$ cat src/design/gradient_orientation_vote_quantizer_assert.svh
// Assertion macros shared by the orientation vote quantizer RTL.
// Needs nothing else; the checks compile away when SYNTHESIS is defined.
`ifndef GRADIENT_ORIENTATION_VOTE_QUANTIZER_ASSERT_SVH
`define GRADIENT_ORIENTATION_VOTE_QUANTIZER_ASSERT_SVH
`ifndef SYNTHESIS
// plain property, checked at every clock edge outside reset
`define GOVQ_ASSERT(lbl, clk, rst, prop) \
   lbl: assert property (@(posedge clk) disable iff (rst) (prop)) \
      else $error("govq assertion failed");
// same-cycle implication
`define GOVQ_IMPLY(lbl, clk, rst, ante, cons) \
   lbl: assert property (@(posedge clk) disable iff (rst) (ante) |-> (cons)) \
      else $error("govq implication failed");
`else
`define GOVQ_ASSERT(lbl, clk, rst, prop)
`define GOVQ_IMPLY(lbl, clk, rst, ante, cons)
`endif
`endif

$ cat src/design/govq_pkg.sv
// Shared types and constants of the orientation vote quantizer.
// No dependencies; used by govq_vote and the top level.
`timescale 1ns / 1ps

package govq_pkg;

   // angle quantization: 32 buckets over 23040 steps is one bucket per 720
   localparam int ANGLE_STEP  = 720;
   localparam int ANGLE_HALF  = 360;
   // reciprocal of 720 scaled by 2^22, rounded down; estimate is low by at most one
   localparam int RECIP_MULT  = 5825;
   localparam int RECIP_SHIFT = 22;

   localparam int WEAK_LEVEL  = 16;   // 1.0 in 12.4 fixed point
   localparam int VOTE_MIN    = 3;

   localparam int WIN_DIM     = 3;
   localparam int WIN_TAPS    = WIN_DIM * WIN_DIM;
   localparam int WIN_CENTER  = WIN_TAPS / 2;

   localparam int NUM_BINS    = 16;   // width of the one-hot label
   localparam logic [3:0] MASK_EIGHT = 4'd7;

   localparam int OUT_DEPTH   = 8;
   localparam int OUT_PTR_W   = $clog2(OUT_DEPTH);
   localparam int OUT_CNT_W   = $clog2(OUT_DEPTH + 1);

   typedef enum logic [1:0] {
      CSR_THRESHOLD = 2'd0,
      CSR_BIN_MODE  = 2'd1,
      CSR_WIDTH     = 2'd2,
      CSR_HEIGHT    = 2'd3
   } csr_index_type;

   typedef struct packed {
      logic       above_thr;
      logic       above_weak;
      logic [3:0] bin;
   } entry_type;

   typedef entry_type [WIN_TAPS-1:0] window_type;

   typedef struct packed {
      logic [15:0] out_row;
      logic [10:0] out_col;
      logic [15:0] label;
      logic        frame_end;
   } rsp_type;

endpackage

$ cat src/design/govq_vote.sv
// 3x3 orientation vote: histogram, grouped arg-max, one-hot label.
// Uses govq_pkg; two register stages, label formed from the second.
`timescale 1ns / 1ps
`include "gradient_orientation_vote_quantizer_assert.svh"

module govq_vote (
   input  logic                 clock,
   input  logic                 reset,
   input  logic                 in_vld,
   input  govq_pkg::window_type in_win,
   input  logic [3:0]           in_mask,
   input  govq_pkg::rsp_type    in_rsp,
   output logic                 out_vld,
   output govq_pkg::rsp_type    out_rsp
);

   localparam int GROUPS     = 4;
   localparam int GROUP_SIZE = govq_pkg::NUM_BINS / GROUPS;

   // stage A: histogram
   logic [3:0]        hist_in [govq_pkg::NUM_BINS];
   logic [3:0]        hist_ff [govq_pkg::NUM_BINS];
   logic              a_vld_ff;
   logic              a_ok_ff;
   govq_pkg::rsp_type a_rsp_ff;

   // stage B: per-group best
   logic [3:0]        grp_cnt_in [GROUPS];
   logic [1:0]        grp_idx_in [GROUPS];
   logic [3:0]        grp_cnt_ff [GROUPS];
   logic [1:0]        grp_idx_ff [GROUPS];
   logic              b_vld_ff;
   logic              b_ok_ff;
   govq_pkg::rsp_type b_rsp_ff;

   logic [3:0]        best;
   logic [3:0]        best_idx;

   always_comb begin
      for (int b = 0; b < govq_pkg::NUM_BINS; b++) begin
         hist_in[b] = '0;
         for (int t = 0; t < govq_pkg::WIN_TAPS; t++) begin
            if ((t == govq_pkg::WIN_CENTER || in_win[t].above_weak) &&
                ((in_win[t].bin & in_mask) == 4'(b)) && (4'(b) <= in_mask)) begin
               hist_in[b] = hist_in[b] + 4'd1;
            end
         end
      end
   end

   always_ff @(posedge clock) begin
      if (reset) begin
         a_vld_ff <= 1'b0;
         b_vld_ff <= 1'b0;
      end else begin
         a_vld_ff <= in_vld;
         b_vld_ff <= a_vld_ff;
      end
      hist_ff  <= hist_in;
      a_ok_ff  <= in_win[govq_pkg::WIN_CENTER].above_thr;
      a_rsp_ff <= in_rsp;
      grp_cnt_ff <= grp_cnt_in;
      grp_idx_ff <= grp_idx_in;
      b_ok_ff    <= a_ok_ff;
      b_rsp_ff   <= a_rsp_ff;
   end

   // strict compare keeps the lowest index on ties
   always_comb begin
      for (int g = 0; g < GROUPS; g++) begin
         grp_cnt_in[g] = hist_ff[g*GROUP_SIZE];
         grp_idx_in[g] = 2'd0;
         for (int k = 1; k < GROUP_SIZE; k++) begin
            if (hist_ff[g*GROUP_SIZE+k] > grp_cnt_in[g]) begin
               grp_cnt_in[g] = hist_ff[g*GROUP_SIZE+k];
               grp_idx_in[g] = 2'(k);
            end
         end
      end
   end

   always_comb begin
      best     = grp_cnt_ff[0];
      best_idx = {2'd0, grp_idx_ff[0]};
      for (int g = 1; g < GROUPS; g++) begin
         if (grp_cnt_ff[g] > best) begin
            best     = grp_cnt_ff[g];
            best_idx = {2'(g), grp_idx_ff[g]};
         end
      end
      out_rsp       = b_rsp_ff;
      out_rsp.label = (b_ok_ff && best >= 4'(govq_pkg::VOTE_MIN)) ?
                      (16'd1 << best_idx) : 16'd0;
   end

   assign out_vld = b_vld_ff;

   `GOVQ_IMPLY(a_label_onehot, clock, reset, out_vld, $onehot0(out_rsp.label))
   `GOVQ_IMPLY(a_weak_no_label, clock, reset, out_vld && !b_ok_ff, out_rsp.label == 16'd0)
   `GOVQ_IMPLY(a_stage_follow, clock, reset, out_vld, $past(a_vld_ff))

endmodule

$ cat config.mk
export PLATFORM = sky130hd
export DESIGN_NAME = govq_vote
export DESIGN_NICKNAME = d
export VERILOG_FILES = /design/src/design/govq_pkg.sv /design/src/design/govq_vote.sv
export VERILOG_INCLUDE_DIRS = /design/src /design/src/design
export SDC_FILE = /design/constraint.sdc
export NUM_CORES = 1
export LEC_CHECK = 0
export BUFFER_PORTS_ARGS = -buffer_cell sky130_fd_sc_hd__buf_2
export CAP_MARGIN = 20
export CORE_MARGIN = 8
export CORE_UTILIZATION = 40
export DETAILED_ROUTE_END_ITERATION = 10
export HOLD_SLACK_MARGIN = 0.15
export SETUP_SLACK_MARGIN = 0.5
export SLEW_MARGIN = 25
export SYNTH_ARGS = -nofsm -noshare
export SYNTH_HDL_FRONTEND = slang
export SYNTH_SLANG_ARGS = --single-unit
$ cat constraint.sdc
create_clock -name clock -period 8.7 [get_ports clock]
set_input_delay 0.87 -clock clock [delete_from_list [all_inputs] [get_ports clock]]
set_output_delay 0.87 -clock clock [all_outputs]
set_load 0.05 [all_outputs]
# Word level (Yosys, flattened, before mapping)
# Index checks and enable logic that the tools add are counted.
[totals]
register_bits = 148
input_bits = 105
word_cells = 800
[classes]
addsub = 128
n_lt_le_gt_ge = 32
eq_ne = 135
n_shift = 1
mux = 171
bitwise_logic = 9
n_reduce_logical = 286
[op_table]
columns = ["cell", "n"]
rows = [
  ["$mux 4", 145],
  ["$add 4x1->4 const B", 112],
  ["$eq 4x4->1 const B", 72],
  ["$logic_and 1x1->1", 273],
  ["$eq 4x3->1 const B", 36],
  ["$eq 4x2->1 const B", 18],
  ["$gt 4x4->1", 15],
  ["$and 4x4->4", 9],
  ["$eq 4x1->1 const B", 9],
  ["$logic_not 4->1", 9],
  ["$add 1x1->2 const B", 16],
  ["$le 4x4->1 const A", 8],
  ["$mux 1", 24],
  ["$le 3x4->1 const A", 4],
  ["$mux 16", 1],
  ["$shl 1x4->16 const A", 1],
  ["$le 1x4->1 const A", 2],
  ["$le 2x4->1 const A", 2],
  ["$reduce_or 2->1", 4],
  ["$ge 4x2->1 const B", 1],
  ["$mux 3", 1],
]

# Longest topological paths before layout
# Gate-level depths: netlist of the first run.
[depth]
word_depth = 21
mapped_depth = 34
depth_no_buf = 29

# Least setup slack after synthesis of the first run
# Ideal clock, no wire load.
[synth_path]
kind = "input-to-reg"
startpoint = "in in_mask[1]"
endpoint = "reg hist_ff[33] (netlist name)"
setup_ns = 0.121
arrival_time_ns = 6.450
t_required_ns = 8.579
setup_slack_ns = 2.129
cell_stages = 30
n_path_buf = 5
path_cell_list = "buf_2 > buf_2 > buf_2 > buf_4 > clkbuf_1 > nand2_1 > a2111oi_0 > ha_1 > inv_1 > nand3_1 > o21ai_0 > ha_1 > a21oi_1 > inv_1 > ha_1 > nor4_1 > a21oi_1 > ha_1 > nand4_1 > nand3_1 > o21ai_0 > inv_1 > ha_1 > nand2_1 > o21ai_0 > ha_1 > nor2_1 > nor2_1 > ha_1 > mux2_2"
[synth_rtl]
columns = ["element", "line", "source"]
rows = [
  ["from (decl)", "govq_vote.sv:11", "input logic [3:0] in_mask,"],
  ["to (signal assigned)", "govq_vote.sv:59", "hist_ff <= hist_in;"],
  ["to (decl)", "govq_vote.sv:22", "logic [3:0] hist_ff [govq_pkg::NUM_BINS];"],
]

==> impl_metrics.csv, run 1 <==
group,metric,value,unit
die,start_util,40.3,%
route,drtPass1Iterations,5,
timing,fin_crit_sh,76.9,%
placement,dpl_worst_slack,1.82,ns
timing,slew-limit-headroom,33.9,%
layout,drive_gt1_share,12.6,%
synthesis,synth-async-reset-ratio,0,%
synthesis,syn_area,16400,µm²
clock_tree,cts_buffer_depth,2,
global_route,grt_pass1_wl,74500,µm
synthesis,ys.warnings.count,0,
clock_tree,htreeDepth,4,
layout,multi_input_area,12600,µm²
timing,hold_viol_final,0,
synthesis,syn_nets,2317,
job,cap_violations,0,
route,postRouteWirelength,48500,µm
status,status,"completed",
power_and_ir_drop,p_int,0.00182,W
power_and_ir_drop,ir_drop,0.000192,V
timing,tightest_slew,0.983,ns
layout,regArea,2960,µm²
critical_path,critPathLaunchType,"register",
global_route,grt_max_degree,47,
die,rows,74,
power_and_ir_drop,p_switching,0.00134,W
critical_path,crit_type,"register to output port",
clock_tree,cts_tree,"built",
power_and_ir_drop,comb_power_share,51.9,%
layout,final_area,18000,µm²
critical_path,cp.arrival,5.82,ns
min_path,hp-class,"register to register",
layout,final_common_cell,"nand2_1",
die,die_y,218,µm
route,drc,0,
layout,stdcell_count,2660,
clock_tree,insertion_delay,0.42,ns
placement,place_congestion,0.947,
layout,area_delta_synth_final,10.1,%
synthesis,avgSynthCellArea,8.08,µm²
route,num_vias,14900,
timing,max_freq,149,MHz
critical_path,worstSetupEndpointType,"output port",
synthesis,ys_ff_latch,148,
clock_tree,cts-root-buf,"clkbuf_16",
placement,dp_hpwl,40500,µm
layout,diodes,0,
global_route,grt_use_total,19.6,%
synthesis,synthFlopType,"dfxtp_1",
route,wl_per_cell,18.2,µm
clock_tree,clk_pin_slew,0.06,ns
timing,rsz0062_at_grt,"no",
placement,io_buffers,124,
global_route,grt-ovfl-total,0,
clock_tree,numCtsBuffers,17,
power_and_ir_drop,power_density,175,nW/µm²
layout,num-nets-final,2409,
route,drt-initial-drc-count,1208,
layout,most-common-layout-cells,"nand2_1, ha_1, dfxtp_1, xnor2_1, nor2_1",
clock_tree,cts_hold_buffers,0,
route,detail-route-antenna-nets,0,
placement,place_inst,2629,
route,vias_per_cell,5.62,
layout,fillerInstances,4030,
synthesis,synthDistinctLibCells,89,
die,placeableCoreArea,40600,µm²
clock_tree,clock-sinks,148,
die,ios,150,
die,dieArea,47600,µm²
critical_path,crit_required,7.83,ns
synthesis,synth_cells,2024,
power_and_ir_drop,swShare,42.3,%
clock_tree,cts_setup_buffers,0,
die,die_width,218,µm
timing,worst_slack,2.01,ns
power_and_ir_drop,power_leakage,8.19,nW
timing,fin_setup_tns,0,ns
timing,finalSetupViolCount,0,
timing,clock_skew,0.00682,ns
clock_tree,cts_resized,0,
placement,place_area,17400,µm²
global_route,grt_pass1_vias,13800,
critical_path,path_max_fanout,12,
power_and_ir_drop,power_frac_clock,22.4,%
global_route,antenna_found_initial,4,
synthesis,ys_seq_area_share,18.1,%
timing,period_minus_slack,6.69,ns
timing,holdWs,0.324,ns
synthesis,synth-edff-count,0,
timing,slew_violations,0,
power_and_ir_drop,power_frac_seq,25.6,%
[layer usage]
metal	vias to the layer above	track usage (%)	share of wire, %
li1	7478	-	-
met1	6825	26.6	47
met2	518	30.4	42
met3	108	2.70	6.1
met4	8	9.14	4.2
met5	-	0	0.12
[through the flow]
| step | total power (W) | utilization, % |
|---|---|---|
| floorplan | 0.00208 | - |
| global placement | 0.00239 | 42.9 |
| detailed placement | 0.00246 | 42.9 |
| CTS | 0.00318 | 44.3 |
| global route | 0.00340 | 44.3 |
| finish | 0.00315 | 44.3 |
[state kept, by name, summed over array words and instances (netlist names)]
register	flops
out_vld	1
grp_cnt_ff	16
a_ok_ff	1
a_vld_ff	1
grp_idx_ff	8
a_rsp_ff	28
out_rsp	28
b_ok_ff	1
hist_ff	64
[synth_stat cells, types with 18 or more instances]
cell      count  area (µm²)
a21oi_1      65         325
xnor3_1      20         450
nand2b_1     19         119
ha_1        188        2350
dfxtp_1     148        2960
nand2_1     215         807
nand3_1      96         480
xnor2_1     147        1290
o21ai_0      63         315
buf_2        23         115
nor3_1       68         340
nor2b_1      25         156
mux2_2       39         439
xor2_1       67         587
mux2i_1      46         460
nor4_1       20         125
o211ai_1     18         135
a31oi_1      25         156
and3_1       29         181
nor2_1      140         526
clkbuf_1     27         101
inv_1       135         507
and2_1       47         294
nand4_1      69         432
[cells by family (layout without fill, tap and decap cells)]
logic type	count (synthesis)	count (layout)	synth area share [%]
flops	148	148	18.1
fa+ha+maj	188	188	14.4
mux	85	85	5.50
compound gates	336	336	14.4
xor+xnor	252	252	16.5
simple gates	818	818	26.2
buf+inv	197	301	4.91
[power by group through the flow]
stage               clock network [W]  logic [W]  registers, W
global placement                    0    0.00157      0.000824
global route                 0.000762    0.00182      0.000815
finish                       0.000708    0.00164      0.000808
floorplan                           0    0.00125      0.000828
CTS                          0.000734    0.00164      0.000811
detailed placement                  0    0.00163      0.000825
[worst max-delay path: stages (launching register included)]
cell and delay [ns]:
dfxtp_1 0.35, inv_1 0.07, ha_1 0.28, nor2b_1 0.14, o21a_1 0.16, o21a_1 0.19
o21ai_0 0.47, a21boi_0 0.24, ha_1 0.33, nor2b_1 0.13, o21a_1 0.17, o21a_1 0.16
o21ai_0 0.21, buf_4 0.22, or2_2 0.14, nand2_1 0.06, ha_1 0.29, nor2b_1 0.13
o21ai_0 0.14, nand2b_1 0.07, a21oi_1 0.14, a41o_1 0.20, mux2i_1 0.45, nor2b_1 0.27
and2_1 0.15, buf_2 0.26
[area by class of cell]
class,instances,area share (%)
clock buffer,18,2.38
clock inverter,13,0.833
inverter,135,2.81
multi-input combinational,1679,69.9
sequential,148,16.4
tap,532,3.69
timing repair buffer,135,3.90
[path summary, 6_finish.rpt]
path | cells past startpoint | start | to | slack, ns
setup / recovery | 25 | grp_cnt_ff[13] | out_rsp[3] | 2.01
setup reg to reg | 23 | hist_ff[13] | grp_cnt_ff[0] | 4.18
hold / removal | 0 | a_rsp_ff[17] | out_rsp[17] | 0.32
hold reg to reg | 0 | a_rsp_ff[17] | out_rsp[17] | 0.32
(Power assumes the default switching activity.)
==> inputs of run 2 (changes only) <==
Clock period 8.7 ns to 5.45 ns, I/O delays scaled along.
==> run 2 against run 1 <==
  * The flow now finishes with violations (negative setup slack)
  * Sequential share of layout area down 2.7 points
  * Wire length increased by 10%
  * Worst hold slack worse by 0.11 ns
  * Cell count increased by 8.3%
  * Largest power group unchanged
==> impl_metrics.csv, run 2 (synthesis results as in run 1) <==
group,metric,value,unit
die,die_width,218,µm
die,start_util,40.3,%
critical_path,cp.arrival,5.02,ns
layout,stdcell_count,2882,
route,wl_per_cell,18.5,µm
timing,rsz0062_at_grt,"yes",
clock_tree,cts_tree,"built",
global_route,grt_use_total,21.7,%
placement,place_congestion,0.969,
placement,place_area,19500,µm²
die,placeableCoreArea,40600,µm²
timing,finalSetupViolCount,14,
route,num_vias,15800,
critical_path,critPathLaunchType,"register",
power_and_ir_drop,power_density,311,nW/µm²
die,dieArea,47600,µm²
die,die_y,218,µm
clock_tree,cts-root-buf,"clkbuf_16",
layout,area_delta_synth_final,31.6,%
placement,dp_hpwl,44600,µm
timing,hold_viol_final,0,
route,drtPass1Iterations,7,
power_and_ir_drop,power,0.00671,W
layout,final_area,21500,µm²
global_route,antenna_found_initial,8,
route,drt-initial-drc-count,950,
layout,largest_register_ffs,64,
power_and_ir_drop,power_frac_clock,18.4,%
clock_tree,numCtsBuffers,17,
die,ios,150,
clock_tree,htreeDepth,4,
clock_tree,insertion_delay,0.43,ns
layout,most-common-layout-cells,"buf_4, nand2_1, ha_1, dfxtp_1, xnor2_1",
timing,holdWs,0.215,ns
global_route,grt_max_degree,34,
timing,period_minus_slack,5.57,ns
power_and_ir_drop,swShare,41.2,%
layout,regMostFlops,"hist_ff",
timing,tightest_slew,0.890,ns
timing,worst_slack,-0.120,ns
critical_path,path_max_fanout,5,
timing,clock_skew,0.00616,ns
clock_tree,clk_pin_slew,0.06,ns
route,drc,0,
global_route,grt_pass1_vias,15100,
global_route,grt-ovfl-total,0,
route,postRouteWirelength,53500,µm
layout,num-nets-final,2628,
power_and_ir_drop,power_frac_seq,19.3,%
power_and_ir_drop,ir_drop,0.000507,V
critical_path,worstSetupEndpointType,"output port",
placement,dpl_worst_slack,-0.0622,ns
power_and_ir_drop,comb_power_share,62.3,%
timing,fin_crit_sh,102,%
timing,slew-limit-headroom,40.2,%
job,cap_violations,0,
power_and_ir_drop,p_switching,0.00276,W
power_and_ir_drop,power_leakage,9.50,nW
critical_path,crit_type,"register to output port",
layout,final_common_cell,"buf_4",
layout,drive_gt1_share,31.0,%
critical_path,crit_required,4.91,ns
die,rows,74,
clock_tree,cts_buffer_depth,2,
timing,slew_violations,0,
power_and_ir_drop,p_int,0.00395,W
timing,max_freq,180,MHz
min_path,hp-class,"input pin to register",
clock_tree,cts_hold_buffers,0,
status,violations,"negative setup slack",
status,status,"complete, but fails checks",
route,vias_per_cell,5.48,
clock_tree,clock-sinks,148,
route,detail-route-antenna-nets,0,
placement,place_inst,2795,
global_route,grt_pass1_wl,82300,µm
placement,io_buffers,124,
## run 2: per-stage QoR
stage	setup TNS, ns	util [%]
2_1_floorplan	-0.127	-
3_3_place_gp	-0.00719	47.9
3_5_place_dp	-0.241	47.9
4_1_cts	-1.38	50.7
5_1_grt	-3.91	53.0
6_report	-0.756	53.0
## run 2: path summary, 6_finish.rpt
check	slack (ns)	startpoint	depth (start not counted)	endpoint
max reg2reg	0.92	hist_ff[45]	23	grp_cnt_ff[8]
min	0.22	in_rsp[30]	1	a_rsp_ff[30]
min reg2reg	0.32	a_rsp_ff[21]	0	out_rsp[21]
max	-0.12	grp_cnt_ff[13]	24	out_rsp[10]
## run 2: layout make-up
class | instances | area [µm²]
Clock buffer | 17 | 425
Multi-Input combinational cell | 1679 | 14100
Antenna cell | 2 | 5.00
Clock inverter | 15 | 209
Fill cell | 3813 | 19100
Timing Repair Buffer | 354 | 2650
Tap cell | 532 | 666
Sequential cell | 148 | 2970
Inverter | 135 | 512
## run 2: repair_timing
| action | in CTS | in global routing |
|---|---|---|
| pin swaps | 32 | 99 |
| gates resized for setup | 100 | 146 |
| setup buffers | 19 | 34 |
| endpoints found under the setup margin | 30 | 61 |
## run 2: power groups by stage
stage	Sequential [W]	Clock (W)	Combinational (W)
finish	0.00129	0.00124	0.00418
global route	0.00130	0.00133	0.00453
CTS	0.00129	0.00127	0.00395
detailed placement	0.00131	0	0.00323
global placement	0.00131	0	0.00315
floorplan	0.00132	0	0.00230
## run 2: critical path, stage by stage (launching register included)
cell	delay (ns)
dfxtp_2	0.34
inv_2	0.05
ha_4	0.21
nor2b_4	0.11
o21a_1	0.16
o21a_2	0.22
o211ai_1	0.23
a21boi_2	0.22
ha_1	0.25
nor2b_1	0.13
o21a_1	0.16
o21a_1	0.19
o21ai_4	0.23
o211ai_1	0.18
nand2_2	0.13
ha_4	0.20
nor2b_4	0.12
o21ai_2	0.10
nand2b_1	0.06
a21oi_1	0.14
a41o_2	0.21
mux2i_4	0.36
nor2b_4	0.26
and2_4	0.18
buf_8	0.14
## run 2: metal layers
metal  part of all wire (%)  routed length, µm  global-route usage, %
met5                   0.17                 91                      0
met1                     43              23300                   26.7
met4                    3.7               1950                   8.20
met3                    4.8               2570                   3.12
met2                     48              25600                   37.9
==> inputs of run 3 (changes only) <==
Clock period 5.45 ns to 5.05 ns, I/O delays scaled along.
==> run 3 against run 2 <==
  * The run still ends with negative setup slack left
  * Register-to-register slack worse by 0.16 ns
  * Clock-buffer cell count is 1 higher
  * Non-clock buffer count increased by 274
  * Die area did not move
  * Clock skew about the same
  * Worst setup slack worse by 0.26 ns
  * Worst hold slack got worse by 0.038 ns
  * Critical path type unchanged
==> impl_metrics.csv, run 3 (synthesis results as in run 1) <==
group,metric,value,unit
status,status,"complete, but fails checks",
status,violations,"negative setup slack",
die,ios,150,
clock_tree,cts-root-buf,"clkbuf_16",
die,dieArea,47600,µm²
timing,max_freq,184,MHz
route,vias_per_cell,5.48,
die,start_util,40.3,%
min_path,holdPathEnd,"a_rsp_ff[36]",
route,detail-route-antenna-nets,0,
timing,period_minus_slack,5.43,ns
clock_tree,numCtsBuffers,17,
critical_path,r2r_end,"grp_cnt_ff[4]",
critical_path,reg2regPathDepth,23,
die,die_width,218,µm
critical_path,path_max_fanout,5,
min_path,hold_depth,1,
power_and_ir_drop,ir_drop,0.000608,V
timing,tightest_slew,1.02,ns
timing,finalSetupViolCount,16,
critical_path,crit_required,4.55,ns
global_route,grt_pass1_vias,16500,
timing,worst_slack,-0.375,ns
timing,hold_viol_final,0,
global_route,grt_max_degree,35,
timing,holdWs,0.178,ns
power_and_ir_drop,power_leakage,11.2,nW
critical_path,crit_type,"register to output port",
clock_tree,insertion_delay,0.43,ns
layout,area_delta_synth_final,56.5,%
die,die_y,218,µm
placement,io_buffers,124,
route,num_vias,17300,
layout,drive_gt1_share,45.3,%
timing,clock_skew,0.00639,ns
critical_path,worstSetupEndpointType,"output port",
timing,fin_crit_sh,107,%
critical_path,cp.arrival,4.92,ns
clock_tree,cts_buffer_depth,2,
placement,place_congestion,0.997,
critical_path,reg2reg_slack,0.76,ns
job,cap_violations,0,
layout,fillerInstances,3358,
timing,slew-limit-headroom,31.8,%
global_route,antenna_found_initial,8,
min_path,hp-class,"input pin to register",
layout,largest_register_ffs,64,
clock_tree,cts_tree,"built",
global_route,grt_use_total,22.5,%
power_and_ir_drop,power,0.00762,W
clock_tree,clock-sinks,148,
clock_tree,clk_pin_slew,0.06,ns
global_route,grt-ovfl-total,0,
timing,rsz0062_at_grt,"yes",
layout,regMostFlops,"hist_ff",
layout,most-common-layout-cells,"buf_4, nand2_1, dfxtp_1, xnor2_1, inv_1",
layout,final_common_cell,"buf_4",
route,wl_per_cell,18.3,µm
critical_path,r2r_start,"hist_ff[29]",
placement,dp_hpwl,45200,µm
min_path,min_from,"in_rsp[36]",
clock_tree,htreeDepth,4,
route,drtPass1Iterations,7,
die,placeableCoreArea,40600,µm²
critical_path,critPathLaunchType,"register",
route,drc,0,
timing,slew_violations,0,
route,postRouteWirelength,57900,µm
layout,num-nets-final,2902,
die,rows,74,
power_and_ir_drop,power_density,298,nW/µm²
route,drt-initial-drc-count,926,
global_route,grt_pass1_wl,86300,µm
## run 3: critical path: stages (launching register included)
cell	delay [ns]
dfxtp_2	0.33
inv_2	0.05
ha_4	0.20
nor2b_1	0.12
o21a_1	0.16
o21a_1	0.21
o211ai_1	0.24
a21boi_2	0.20
ha_1	0.25
nor2b_1	0.14
o21a_1	0.16
o21a_1	0.19
o21ai_2	0.22
buf_6	0.17
nor2_2	0.03
a21o_1	0.21
ha_4	0.29
o21ai_2	0.05
nand2b_1	0.08
a21oi_2	0.06
a41o_4	0.29
mux2i_4	0.21
buf_6	0.16
nor2b_4	0.14
and2_4	0.17
buf_8	0.14
## run 3: routing by layer
layer,vias up,global-route usage [%],wire [µm]
li1,8476,-,-
met1,8154,27.2,24500
met2,504,38.5,27700
met3,155,3.00,2650
met4,12,11.6,2940
met5,-,0,78
## run 3: what timing repair did
action / 4_1_cts / 5_1_grt
buffers inserted: 73 / 85
hold buffers: 11 / 0
endpoints found under the hold margin: 11 / 0
pin swaps: 130 / 195
cloned: 1 / 1
resized for setup: 278 / 302
endpoints found under the setup margin: 63 / 86
## run 3: through the flow
stage | std cells | TNS [ns] | worst slack (ns) | utilization [%] | cell area, µm²
6_report | 3156 | -5.45 | -0.375 | 63.0 | 25600
5_1_grt | 3156 | -9.75 | -0.643 | 63.0 | 25600
4_1_cts | 3068 | -4.41 | -0.294 | 57.5 | 23400
3_5_place_dp | 2951 | -8.39 | -0.372 | 51.2 | 20800
3_3_place_gp | 2951 | -4.84 | -0.297 | 51.2 | 20800
2_1_floorplan | 2024 | -5.26 | -0.400 | - | 17400
## run 3: worst max-delay path by stage
| stage | from | endpoint | slack, ns |
|---|---|---|---|
| after detailed placement | in_mask[1] | hist_ff[51] | -0.37 |
| after global placement | in_mask[0] | hist_ff[62] | -0.30 |
| final | grp_cnt_ff[13] | out_rsp[14] | -0.38 |
| after floorplan | in_mask[1] | hist_ff[21] | -0.40 |
| after global routing | grp_cnt_ff[13] | out_rsp[14] | -0.64 |
| after CTS | grp_cnt_ff[13] | out_rsp[5] | -0.29 |
## run 3: area by class of cell
cell class | count | area, µm² | share of cell area (%)
diodes | 2 | 5.00 | 0.0195
flip-flops and latches | 148 | 2970 | 11.6
multi-input cells | 1679 | 15800 | 61.9
inverters | 135 | 512 | 2.00
well taps | 532 | 666 | 2.60
repair buffers | 628 | 5010 | 19.6
clock buffers | 18 | 439 | 1.72
clock inverters | 14 | 155 | 0.606
## run 3: report_power, final
part	internal (W)	total, W	switching [W]
Clock	0.000716	0.00125	0.000533
Sequential	0.00132	0.00141	0.0000839
Combinational	0.00241	0.00497	0.00255
